[src/rtl/core/bsm_pkg.sv]
package bsm_pkg;

    localparam int COORD_W   = 32;
    localparam int RAD_W     = 31;
    localparam int FRAC_BITS = 16;

    // EPS_RAW is 0, so only equal centres coincide.
    localparam logic [COORD_W:0] EPS_RAW = (COORD_W+1)'((64'd1 << FRAC_BITS) / 64'd100000);

    typedef struct packed {
        logic                      start_req;
        logic signed [COORD_W-1:0] new_center_x;
        logic signed [COORD_W-1:0] new_center_y;
        logic signed [COORD_W-1:0] new_center_z;
        logic signed [COORD_W-1:0] in_radius;
    } in_word_t;

    typedef struct packed {
        logic signed [COORD_W-1:0] center_x;
        logic signed [COORD_W-1:0] center_y;
        logic signed [COORD_W-1:0] center_z;
        logic        [RAD_W-1:0]   radius;
        logic                      valid_res;
    } out_word_t;

    typedef enum logic [2:0] {
        ST_IDLE,
        ST_CHECK,
        ST_SQUARE,
        ST_SQRT,
        ST_DECIDE,
        ST_MUL,
        ST_DIV,
        ST_OUT
    } state_t;

endpackage

[src/rtl/core/bounding_sphere_merge.sv]
// Holds one bounding sphere in signed Q16.16 and grows it so that it also
// encloses each incoming sphere; every accepted word gives one result word
// carrying the held sphere, and the input stalls until that word is taken.
// A word whose radius is not positive, or that arrives while no sphere is
// held, goes from the check straight to the output. When the distance
// alone settles the case (incoming sphere contained, enclosing, or on the
// same centre) a word is accepted, checked, has its squared offsets summed
// on one shared 33x33 multiplier, passes through the bit-serial square
// root, and is then decided and output. In a full merge each of the three
// coordinates also needs a product on the same multiplier and a restoring
// division over all 64 numerator bits, one coordinate after the other.
module bounding_sphere_merge (
    input  logic                clk,
    input  logic                rst_n,
    input  logic                in_valid,
    output logic                in_stall,
    input  bsm_pkg::in_word_t   in_data,
    output logic                out_valid,
    input  logic                out_stall,
    output bsm_pkg::out_word_t  out_data
);

    localparam int CW = bsm_pkg::COORD_W;
    localparam int RW = bsm_pkg::RAD_W;

    bsm_pkg::state_t state_reg, state_next;

    logic signed [CW-1:0] cx_reg, cy_reg, cz_reg;
    logic [RW-1:0]        r_reg;
    logic                 hv_reg;
    logic signed [CW-1:0] nx_reg, ny_reg, nz_reg;
    logic [RW-1:0]        nr_reg;
    logic                 ov_reg;
    logic signed [CW:0]   d_reg [3];
    logic [65:0]          acc_reg;
    logic [32:0]          dist_reg;
    logic [31:0]          grow_reg;
    logic [1:0]           idx_reg;
    logic                 sq_start, div_start, sq_done, div_done;
    logic [32:0]          sq_root, quot;

    logic [32:0]          ma, mb;
    logic [65:0]          mp;
    logic [65:0]          acc_sum;
    logic signed [CW:0]   dsel;
    logic [32:0]          dmag;
    logic [33:0]          s_in, s_held, sum3;
    logic [32:0]          half;
    logic [RW-1:0]        half_sat;
    logic signed [CW-1:0] csel;
    logic signed [CW+1:0] cnew;
    logic                 accept;
    logic                 rad_ok;
    logic                 is_contained, is_enclosing, is_coincident;

    assign in_stall = (state_reg != bsm_pkg::ST_IDLE);
    assign accept   = in_valid && !in_stall;
    assign rad_ok   = !ov_reg && (nr_reg != '0);

    // The one multiplier squares an offset, or scales it by the radius growth.
    always_comb
    begin
        dsel    = d_reg[idx_reg];
        dmag    = dsel[CW] ? 33'(-dsel) : 33'(dsel);
        ma      = dmag;
        mb      = (state_reg == bsm_pkg::ST_MUL) ? {1'b0, grow_reg} : dmag;
        mp      = {33'd0, ma} * {33'd0, mb};
        acc_sum = acc_reg + mp;
    end

    always_comb
    begin
        s_in          = 34'(dist_reg) + 34'(nr_reg);
        s_held        = 34'(dist_reg) + 34'(r_reg);
        sum3          = s_in + 34'(r_reg);
        half          = sum3[33:1];
        half_sat      = (half > 33'({RW{1'b1}})) ? {RW{1'b1}} : half[RW-1:0];
        is_contained  = (s_in <= 34'(r_reg));
        is_enclosing  = (s_held <= 34'(nr_reg));
        is_coincident = (dist_reg <= bsm_pkg::EPS_RAW);
        case (idx_reg)
            2'd0:    csel = cx_reg;
            2'd1:    csel = cy_reg;
            default: csel = cz_reg;
        endcase
        cnew = dsel[CW] ? (CW+2)'(csel) - (CW+2)'(quot)
                        : (CW+2)'(csel) + (CW+2)'(quot);
    end

    bsm_sqrt #(.IN_W(66), .OUT_W(33)) u_sqrt (
        .clk(clk), .rst_n(rst_n), .start(sq_start), .radicand(acc_sum),
        .done(sq_done), .root(sq_root)
    );

    bsm_div #(.N_W(64), .D_W(33), .Q_W(33)) u_div (
        .clk(clk), .rst_n(rst_n), .start(div_start), .numer(mp[63:0]),
        .denom(dist_reg), .done(div_done), .quot(quot)
    );

    always_comb
    begin
        state_next = state_reg;
        sq_start   = 1'b0;
        div_start  = 1'b0;
        unique case (state_reg)
            bsm_pkg::ST_IDLE:
                if (accept)
                    state_next = bsm_pkg::ST_CHECK;
            bsm_pkg::ST_CHECK:
                if (rad_ok && hv_reg)
                    state_next = bsm_pkg::ST_SQUARE;
                else
                    state_next = bsm_pkg::ST_OUT;
            bsm_pkg::ST_SQUARE:
                if (idx_reg == 2'd2)
                begin
                    sq_start   = 1'b1;
                    state_next = bsm_pkg::ST_SQRT;
                end
            bsm_pkg::ST_SQRT:
                if (sq_done)
                    state_next = bsm_pkg::ST_DECIDE;
            bsm_pkg::ST_DECIDE:
                if (is_contained || is_enclosing || is_coincident)
                    state_next = bsm_pkg::ST_OUT;
                else
                    state_next = bsm_pkg::ST_MUL;
            bsm_pkg::ST_MUL:
            begin
                div_start  = 1'b1;
                state_next = bsm_pkg::ST_DIV;
            end
            bsm_pkg::ST_DIV:
                if (div_done)
                    state_next = (idx_reg == 2'd2) ? bsm_pkg::ST_OUT : bsm_pkg::ST_MUL;
            bsm_pkg::ST_OUT:
                if (!out_stall)
                    state_next = bsm_pkg::ST_IDLE;
            default:
                state_next = bsm_pkg::ST_IDLE;
        endcase
    end

    always_ff @(posedge clk or negedge rst_n)
    begin
        if (!rst_n)
            state_reg <= bsm_pkg::ST_IDLE;
        else
            state_reg <= state_next;
    end

    always_ff @(posedge clk or negedge rst_n)
    begin
        if (!rst_n)
        begin
            cx_reg  <= '0;
            cy_reg  <= '0;
            cz_reg  <= '0;
            r_reg   <= '0;
            hv_reg  <= 1'b0;
            idx_reg <= '0;
        end
        else
        begin
            unique case (state_reg)
                bsm_pkg::ST_IDLE:
                    if (accept && in_data.start_req)
                    begin
                        cx_reg <= '0;
                        cy_reg <= '0;
                        cz_reg <= '0;
                        r_reg  <= '0;
                        hv_reg <= 1'b0;
                    end
                bsm_pkg::ST_CHECK:
                begin
                    idx_reg <= 2'd0;
                    if (rad_ok && !hv_reg)
                    begin
                        cx_reg <= nx_reg;
                        cy_reg <= ny_reg;
                        cz_reg <= nz_reg;
                        r_reg  <= nr_reg;
                        hv_reg <= 1'b1;
                    end
                end
                bsm_pkg::ST_SQUARE:
                    idx_reg <= (idx_reg == 2'd2) ? 2'd0 : idx_reg + 2'd1;
                bsm_pkg::ST_DECIDE:
                    if (!is_contained)
                    begin
                        if (is_enclosing)
                        begin
                            cx_reg <= nx_reg;
                            cy_reg <= ny_reg;
                            cz_reg <= nz_reg;
                            r_reg  <= nr_reg;
                        end
                        else if (is_coincident)
                        begin
                            if (nr_reg > r_reg)
                                r_reg <= nr_reg;
                        end
                    end
                bsm_pkg::ST_DIV:
                    if (div_done)
                    begin
                        case (idx_reg)
                            2'd0:    cx_reg <= cnew[CW-1:0];
                            2'd1:    cy_reg <= cnew[CW-1:0];
                            default: cz_reg <= cnew[CW-1:0];
                        endcase
                        if (idx_reg == 2'd2)
                            r_reg <= half_sat;
                        idx_reg <= (idx_reg == 2'd2) ? 2'd0 : idx_reg + 2'd1;
                    end
                default:
                    ;
            endcase
        end
    end

    // Datapath registers.
    always_ff @(posedge clk)
    begin
        if (accept)
        begin
            nx_reg <= in_data.new_center_x;
            ny_reg <= in_data.new_center_y;
            nz_reg <= in_data.new_center_z;
            nr_reg <= in_data.in_radius[RW-1:0];
            ov_reg <= in_data.in_radius[CW-1];
        end
        if (state_reg == bsm_pkg::ST_CHECK)
        begin
            d_reg[0] <= (CW+1)'(nx_reg) - (CW+1)'(cx_reg);
            d_reg[1] <= (CW+1)'(ny_reg) - (CW+1)'(cy_reg);
            d_reg[2] <= (CW+1)'(nz_reg) - (CW+1)'(cz_reg);
            acc_reg  <= '0;
        end
        if (state_reg == bsm_pkg::ST_SQUARE)
            acc_reg <= acc_sum;
        if (state_reg == bsm_pkg::ST_SQRT && sq_done)
            dist_reg <= sq_root;
        if (state_reg == bsm_pkg::ST_DECIDE)
            grow_reg <= 32'(half_sat) - 32'(r_reg);
    end

    assign out_valid          = (state_reg == bsm_pkg::ST_OUT);
    assign out_data.center_x  = cx_reg;
    assign out_data.center_y  = cy_reg;
    assign out_data.center_z  = cz_reg;
    assign out_data.radius    = r_reg;
    assign out_data.valid_res = hv_reg;

endmodule

[src/rtl/core/bsm_sqrt.sv]
// Restoring integer square root, one result bit per cycle.
module bsm_sqrt #(
    parameter int IN_W  = 66,
    parameter int OUT_W = 33
) (
    input  logic             clk,
    input  logic             rst_n,
    input  logic             start,
    input  logic [IN_W-1:0]  radicand,
    output logic             done,
    output logic [OUT_W-1:0] root
);

    localparam int RW = OUT_W + 2;
    localparam int CW = $clog2(OUT_W + 1);

    logic [2*OUT_W-1:0] rad_reg, rad_next;
    logic [RW-1:0]      rem_reg, rem_next;
    logic [OUT_W-1:0]   root_reg, root_next;
    logic [CW-1:0]      cnt_reg, cnt_next;
    logic               busy_reg, busy_next;
    logic [RW-1:0]      trial;
    logic [RW-1:0]      shifted;

    always_comb
    begin
        shifted   = {rem_reg[RW-3:0], rad_reg[2*OUT_W-1 -: 2]};
        trial     = {root_reg, 2'b01};
        rad_next  = rad_reg;
        rem_next  = rem_reg;
        root_next = root_reg;
        cnt_next  = cnt_reg;
        busy_next = busy_reg;
        if (start)
        begin
            rad_next  = (2*OUT_W)'(radicand);
            rem_next  = '0;
            root_next = '0;
            cnt_next  = CW'(OUT_W);
            busy_next = 1'b1;
        end
        else if (busy_reg)
        begin
            rad_next = rad_reg << 2;
            if (shifted >= trial)
            begin
                rem_next  = shifted - trial;
                root_next = {root_reg[OUT_W-2:0], 1'b1};
            end
            else
            begin
                rem_next  = shifted;
                root_next = {root_reg[OUT_W-2:0], 1'b0};
            end
            cnt_next = cnt_reg - CW'(1);
            if (cnt_reg == CW'(1))
                busy_next = 1'b0;
        end
    end

    always_ff @(posedge clk or negedge rst_n)
    begin
        if (!rst_n)
        begin
            busy_reg <= 1'b0;
            cnt_reg  <= '0;
        end
        else
        begin
            busy_reg <= busy_next;
            cnt_reg  <= cnt_next;
        end
    end

    always_ff @(posedge clk)
    begin
        rad_reg  <= rad_next;
        rem_reg  <= rem_next;
        root_reg <= root_next;
    end

    assign done = busy_reg && (cnt_reg == CW'(1));
    assign root = root_next;

endmodule

[src/rtl/core/bsm_div.sv]
// Restoring divider, one quotient bit per cycle over all N_W numerator bits.
// The quotient is known to fit in Q_W bits, so only those bits are passed out.
module bsm_div #(
    parameter int N_W = 64,
    parameter int D_W = 33,
    parameter int Q_W = 33
) (
    input  logic           clk,
    input  logic           rst_n,
    input  logic           start,
    input  logic [N_W-1:0] numer,
    input  logic [D_W-1:0] denom,
    output logic           done,
    output logic [Q_W-1:0] quot
);

    localparam int CW = $clog2(N_W + 1);

    logic [N_W-1:0] num_reg, num_next;
    logic [D_W:0]   rem_reg, rem_next;
    logic [D_W-1:0] den_reg;
    logic [CW-1:0]  cnt_reg, cnt_next;
    logic           busy_reg, busy_next;
    logic [D_W:0]   sh;

    always_comb
    begin
        sh        = {rem_reg[D_W-1:0], num_reg[N_W-1]};
        num_next  = num_reg;
        rem_next  = rem_reg;
        cnt_next  = cnt_reg;
        busy_next = busy_reg;
        if (start)
        begin
            num_next  = numer;
            rem_next  = '0;
            cnt_next  = CW'(N_W);
            busy_next = 1'b1;
        end
        else if (busy_reg)
        begin
            if (sh >= {1'b0, den_reg})
            begin
                rem_next = sh - {1'b0, den_reg};
                num_next = {num_reg[N_W-2:0], 1'b1};
            end
            else
            begin
                rem_next = sh;
                num_next = {num_reg[N_W-2:0], 1'b0};
            end
            cnt_next = cnt_reg - CW'(1);
            if (cnt_reg == CW'(1))
                busy_next = 1'b0;
        end
    end

    always_ff @(posedge clk or negedge rst_n)
    begin
        if (!rst_n)
        begin
            busy_reg <= 1'b0;
            cnt_reg  <= '0;
        end
        else
        begin
            busy_reg <= busy_next;
            cnt_reg  <= cnt_next;
        end
    end

    always_ff @(posedge clk)
    begin
        num_reg <= num_next;
        rem_reg <= rem_next;
        if (start)
            den_reg <= denom;
    end

    assign done = busy_reg && (cnt_reg == CW'(1));
    assign quot = num_next[Q_W-1:0];

endmodule
[config.mk]
export PLATFORM = sky130hd
export DESIGN_NAME = bounding_sphere_merge
export DESIGN_NICKNAME = d
export VERILOG_FILES = /design/src/rtl/core/bsm_pkg.sv /design/src/rtl/core/bounding_sphere_merge.sv /design/src/rtl/core/bsm_sqrt.sv /design/src/rtl/core/bsm_div.sv
export SDC_FILE = /design/constraint.sdc
export NUM_CORES = 2
export LEC_CHECK = 0
export BUFFER_PORTS_ARGS = -buffer_cell sky130_fd_sc_hd__buf_2
export CORE_MARGIN = 2
export CORE_UTILIZATION = 45
export DETAILED_ROUTE_END_ITERATION = 8
export GPL_TIMING_DRIVEN = 0
export HOLD_SLACK_MARGIN = 0.02
export PLACE_DENSITY_LB_ADDON = 0.1
export SYNTH_ARGS = -nofsm -noshare
export SYNTH_HDL_FRONTEND = slang
export SYNTH_HIERARCHICAL = 1
export SYNTH_SLANG_ARGS = --single-unit
[constraint.sdc]
create_clock -name clk -period 12.87 [get_ports clk]
set_input_delay 1.287 -clock clk [delete_from_list [all_inputs] [get_ports clk]]
set_output_delay 1.287 -clock clk [all_outputs]
set_load 0.03 [all_outputs]
* Word level (Yosys, flattened, before mapping)
Memory sizes are Yosys's and may differ from the RTL's. Cells that the tools add are included.
Cells by class: add/subtract/negate cells 16, $mul 1, order comparisons 7, eq/ne operators 26, multiplexer cells 75, reduce and logical (&&, ||, !) cells 31
Operators with widths (number):
- 2-to-1 mux 32 bit | 17
- case mux 32 bit (4 select lines) | 3
- 2-to-1 mux 31 bit | 9
- 2-to-1 mux 66 bit | 4
- 2-to-1 mux 33 bit | 6
- 2-to-1 mux 64 bit | 2
- case mux 31 bit (4 select lines) | 1
- subtractor 32 x 32 -> 33 bit | 3
- adder 33 x 31 -> 34 bit | 2
- less-or-equal comparator 34 x 31 -> 1 bit | 2
- adder 66 bit | 1
- multiplier 33 x 33 -> 66 bit | 1
- subtractor 33 bit | 2
- case mux 32 bit (2 select lines) | 1
- greater-or-equal comparator 35 bit | 1
- adder 34 x 31 -> 34 bit | 1
- greater-or-equal comparator 34 x 33 -> 1 bit | 1
- greater-than comparator 33 x 31 -> 1 bit (second input constant) | 1
- less-or-equal comparator 33 x 1 -> 1 bit (second input constant) | 1
- negation 33 bit | 1
- adder 32 bit | 1
- subtractor 31 x 31 -> 32 bit | 1
- subtractor 32 bit | 1
- greater-than comparator 31 bit | 1
- 36 further kinds | 92
Storage, ports and cells: flip-flop bits (word level) 669, memory bits (writable) 99, input bits 133, output and inout port bits 130, logic and storage cells 183, memories kept 1
Memories:
- d_reg | words 3, bits a word 33, rd ports 1, clocked after Yosys merged registers in 0, wr ports 3, line bounding_sphere_merge.sv:34 | logic signed [CW:0] d_reg [3];

* Longest topological paths before layout
An unclocked memory read counts as a cell.
word-level depth 11, mapped depth 57

* Hierarchy
The synthesis kept the hierarchy.
Modules (own cells, without submodules):
- bounding_sphere_merge | times used 1, cells each 8031, area each 73480.5 µm², seq. area each 14078.5 µm²
- bsm_sqrt | times used 1, cells each 786, area each 7813.7 µm², seq. area each 3478.3 µm²
- bsm_div | times used 1, cells each 783, area each 7591.0 µm², seq. area each 3443.3 µm²

* Worst setup path after synthesis
Ideal clock, no wire load.
kind register -> register, from register idx_reg[0], to register u_sqrt.rad_reg[64] (data pin), arrival time 11611 ps, path slack 999 ps, cell stages (with the launch flop) 50, clock period less this slack 11871 ps, path through dfrtp_1 buf_6 mux2i_1 o21ai_0 inv_2 clkbuf_1 ha_1 nand4_1 or2_1 o21ai_0 xnor2_1 clkbuf_1 buf_1 nor2_1 fa_1 fa_1 fa_1 inv_1 [... 14 more ...] or2_2 nand2_1 nand2b_1 a21o_1 a311oi_1 o21ai_0 xor2_1 ha_1 clkbuf_1 and3_1 nand4_1 nor4_1 a211oi_1 o211ai_1 a21oi_1 o31ai_1 xor2_1 mux2_2
Between the ends: cells in the longest elaborated chain, start to end 7
RTL lines:
- start: declaration | line bounding_sphere_merge.sv:38 | logic [1:0] idx_reg;
- start signal: assignment | line bounding_sphere_merge.sv:188 | idx_reg <= (idx_reg == 2'd2) ? 2'd0 : idx_reg + 2'd1;
- start signal: assignment | line bounding_sphere_merge.sv:215 | idx_reg <= (idx_reg == 2'd2) ? 2'd0 : idx_reg + 2'd1;
- memory (3 x 33 bit) (*)
- negation 33 bit | line bounding_sphere_merge.sv:64 | dmag = dsel[CW] ? 33'(-dsel) : 33'(dsel);
- 2-to-1 mux 33 bit (*) | line bounding_sphere_merge.sv:64
- 2-to-1 mux 33 bit | line bounding_sphere_merge.sv:66 | mb = (state_reg == bsm_pkg::ST_MUL) ? {1'b0, grow_reg} : dmag;
- multiplier 33 x 33 -> 66 bit (*) | line bounding_sphere_merge.sv:67 | mp = {33'd0, ma} * {33'd0, mb};
- via mp[34] | line bounding_sphere_merge.sv:43 | logic [65:0] mp;
- adder 66 bit (*) | line bounding_sphere_merge.sv:68 | acc_sum = acc_reg + mp;
- via acc_sum[64] | line bounding_sphere_merge.sv:44 | logic [65:0] acc_sum;
- 2-to-1 mux 66 bit (*) | line bsm_sqrt.sv:34 | if (start)
- via u_sqrt.rad_next[64] | line bsm_sqrt.sv:17 | logic [2*OUT_W-1:0] rad_reg, rad_next;
- end signal: assignment | line bsm_sqrt.sv:77 | rad_reg <= rad_next;
- end: declaration | line bsm_sqrt.sv:17
Mark *: on every way through the listed nets, which the timed path passes. The rest lies on a longest branch. A chain may end at the register's enable or synchronous reset.

* Worst setup path after layout
from register idx_reg[0], to register cz_reg[29]
Between the ends: cells in the longest elaborated chain, start to end 11
RTL lines:
- memory (3 x 33 bit) (*)
- negation 33 bit | line bounding_sphere_merge.sv:64
- 2-to-1 mux 33 bit (*) | line bounding_sphere_merge.sv:64
- 2-to-1 mux 33 bit | line bounding_sphere_merge.sv:66
- multiplier 33 x 33 -> 66 bit (*) | line bounding_sphere_merge.sv:67
- via mp[14] | line bounding_sphere_merge.sv:43
- 2-to-1 mux 64 bit (*) | line bsm_div.sv:33 | if (start)
- via u_div.num_next[14] | line bsm_div.sv:19 | logic [N_W-1:0] num_reg, num_next;
- adder 32 bit / subtractor 32 bit (equally long branches) | line bounding_sphere_merge.sv:87, bounding_sphere_merge.sv:86
- 2-to-1 mux 32 bit (*) | line bounding_sphere_merge.sv:86 | cnew = dsel[CW] ? (CW+2)'(csel) - (CW+2)'(quot)
- 2-to-1 mux 32 bit (*) | line bounding_sphere_merge.sv:208 | case (idx_reg)
- 2-to-1 mux 32 bit (*) | line bounding_sphere_merge.sv:206 | if (div_done)
- case mux 32 bit (4 select lines) (*) | line bounding_sphere_merge.sv:165 | unique case (state_reg)
- end signal: assignment | line bounding_sphere_merge.sv:182 | cz_reg <= nz_reg;
- end signal: assignment | line bounding_sphere_merge.sv:196 | cz_reg <= nz_reg;
- end signal: assignment | line bounding_sphere_merge.sv:211 | default: cz_reg <= cnew[CW-1:0];
- end: declaration | line bounding_sphere_merge.sv:28 | logic signed [CW-1:0] cx_reg, cy_reg, cz_reg;
Mark *: on every way through the listed nets, which the timed path passes. The rest lies on a longest branch. The select of a mux whose other input is x is not followed.

==> flow_summary.ini <==
[synthesis]
synth_area_per_cell_um2 = 9.26
netlist_area_mm2 = 0.0889
synth_warnings = 6
synthCells = 9599

[critical_path]
worstRegToRegCells = 47
startpoint_type = flop
critPathSlowestCell = or4_1
cp_slowest_stage_delay_ps = 580
crit_required_ps = 13490
arrival_ps = 13350
crit_top_cell = ha_1
cp_max_fo = 10
path_class = flop to flop
cp-end-kind = flop

[timing]
period_needed_ps = 12720
fmax_mhz = 78.6
hold_viol_final = 0
skew_ps = 44.6
worst_pin_slew_ps = 1340
slew-limit-headroom_pct = 10.5
rsz0062_at_grt = yes
min_period_over_period_pct = 98.9
setup_viol = 0
finalMaxSlewViolations = 0
hold_ws_ps = 511

[route]
wire_per_inst_um = 27.0
post_drt_via_cell_ratio = 5.76
drtIter0Drc = 6752
ant_nets = 0
drt-pass1-iter-count = 6
wirelength_um = 348000
vias = 74200
drc = 0

[floorplanning]
dieHeight_um = 448
start_util_pct = 45.2
die_w_um = 448
die_area_mm2 = 0.201
rows = 163
fp.coreArea_mm2 = 0.197
pin_count = 263

[power_and_ir_drop]
switching_power_mw = 1.74
p_seq_share_pct = 41.5
power_mw = 6.28
power_frac_clock_pct = 42.6
p_int_mw = 4.53
power.share.switching_pct = 27.7
power_leakage_nw = 46.4
power_density_mw_per_mm2 = 61.1
max-vdd-ir-drop_v = 0.0000987
combPwrFrac_pct = 16.0

[min_path]
hold_class = flop to flop
hold_depth = 2

[status]
status = finished, final reports clean

[cts]
cts.reportedPaths.clkPinSlew_ps = 60
cts_tree = yes
clock_latency_ps = 720
ctsRootBufferMaster = clkbuf_16
cts_made_buffers = 90
htreeDepth = 3
clock-sinks = 768
clk_path_buf_depth = 3
ctsHoldBuffers = 0

[global_routing]
grt_pass1_vias = 74700
grt_remaining_overflow = 0
grt_usage_pct = 34.3
grt_max_degree = 90
antenna_found_initial = 15
grt_pass1_wl_um = 504000

[cells_and_area]
fin_nets = 12000
nFillCells = 18300
syn_to_final_growth_pct = 15.6
largest_reg_flops = 99
drive_gt1_share_pct = 14.7

[place]
place_congestion = 1.01
hpwl_um = 286000
portBuffers = 262

[flow_run]
drv_cap = 0
-- power groups by stage --
stage | registers (mW) | clock network [mW] | logic (mW)
CTS | 2.60 | 2.72 | 0.881
floorplan | 2.65 | 0 | 0.521
global placement | 2.65 | 0 | 0.769
global route | 2.60 | 2.81 | 1.09
detailed placement | 2.65 | 0 | 0.775
finish | 2.60 | 2.67 | 1.00
-- worst max-delay path: cells and delay by family (launching register included) --
kind                       cells  cell delay (ps)
adders and majority gates     10             3580
and+or+nand+nor               11             2950
AOI/OAI and AO/OA             10             1920
buffers and inverters         10             1860
xor gates and xnor gates       4             1310
muxes                          2              590
DFF                            1              350
-- final timing paths --
check                                 start          endpoint  slack (ps)
setup reg to reg                 idx_reg[0]        cz_reg[29]         150
setup / recovery                 idx_reg[0]        cz_reg[29]         150
min in group asynchronous             rst_n         cx_reg[9]         520
max in group asynchronous             rst_n          r_reg[0]       11300
hold reg to reg            u_div/rem_reg[8]  u_div/rem_reg[8]         510
hold / removal             u_div/rem_reg[8]  u_div/rem_reg[8]         510
-- metal layers --
metal | track usage (%) | part of all wire, % | vias up
li1 | - | - | 33200
met1 | 45.2 | 41 | 37500
met2 | 55.2 | 46 | 2851
met3 | 5.45 | 7.1 | 718
met4 | 16.2 | 5.5 | 6
met5 | 0 | 0.010 | -
-- stage by stage --
stage	instance area (um^2)	cells	setup TNS [ps]	setup WS, ps	util (%)
after floorplan	88900	9612	0	999	-
after global placement	93500	12500	-502170	-5280	47.5
after detailed placement	93900	12500	-455810	-5050	47.7
after CTS	101000	12800	-13.4	-9.70	51.3
after global routing	103000	12900	-729	-141	52.2
final	103000	12900	0	147	52.2
-- cells in the final DEF (no fill, tap or decap), types with 49 or more instances in the layout --
cell	count
dfxtp_1	132
buf_2	298
xor2_1	140
nand3_1	101
nor2b_1	69
o21a_1	62
fa_1	938
xnor2_1	254
dfrtp_1	148
nand4_1	77
o21bai_1	60
clkbuf_1	169
clkbuf_16	96
and3_1	49
a21oi_1	442
nor3_1	79
nand2_1	1003
nand2b_1	71
a211oi_1	64
o211ai_1	70
a31oi_1	56
buf_4	263
nor2_1	930
o21ai_0	305
and2_1	90
mux2i_1	224
mux2_2	78
a21o_1	246
ha_1	699
inv_1	1290
edfxtp_1	488
-- final cells by class --
class / instances / area (um^2) / area share (%)
Multi-Input combinational cell: 7088 / 64200 / 62.5
Sequential cell: 768 / 21000 / 20.4
Inverter: 1302 / 4900 / 4.77
Timing Repair Buffer: 503 / 3630 / 3.53
Tap cell: 2640 / 3300 / 3.21
Buffer: 412 / 2720 / 2.65
Clock buffer: 127 / 2540 / 2.48
Clock inverter: 41 / 470 / 0.458
Antenna cell: 5 / 12.5 / 0.0122
-- what timing repair did --
action	4_1_cts	5_1_grt
gates resized for setup	652	318
endpoints found under the setup margin	201	80
pin swaps	90	115
buffers inserted	149	77
Note: power is estimated with default switching activity, not from simulation.
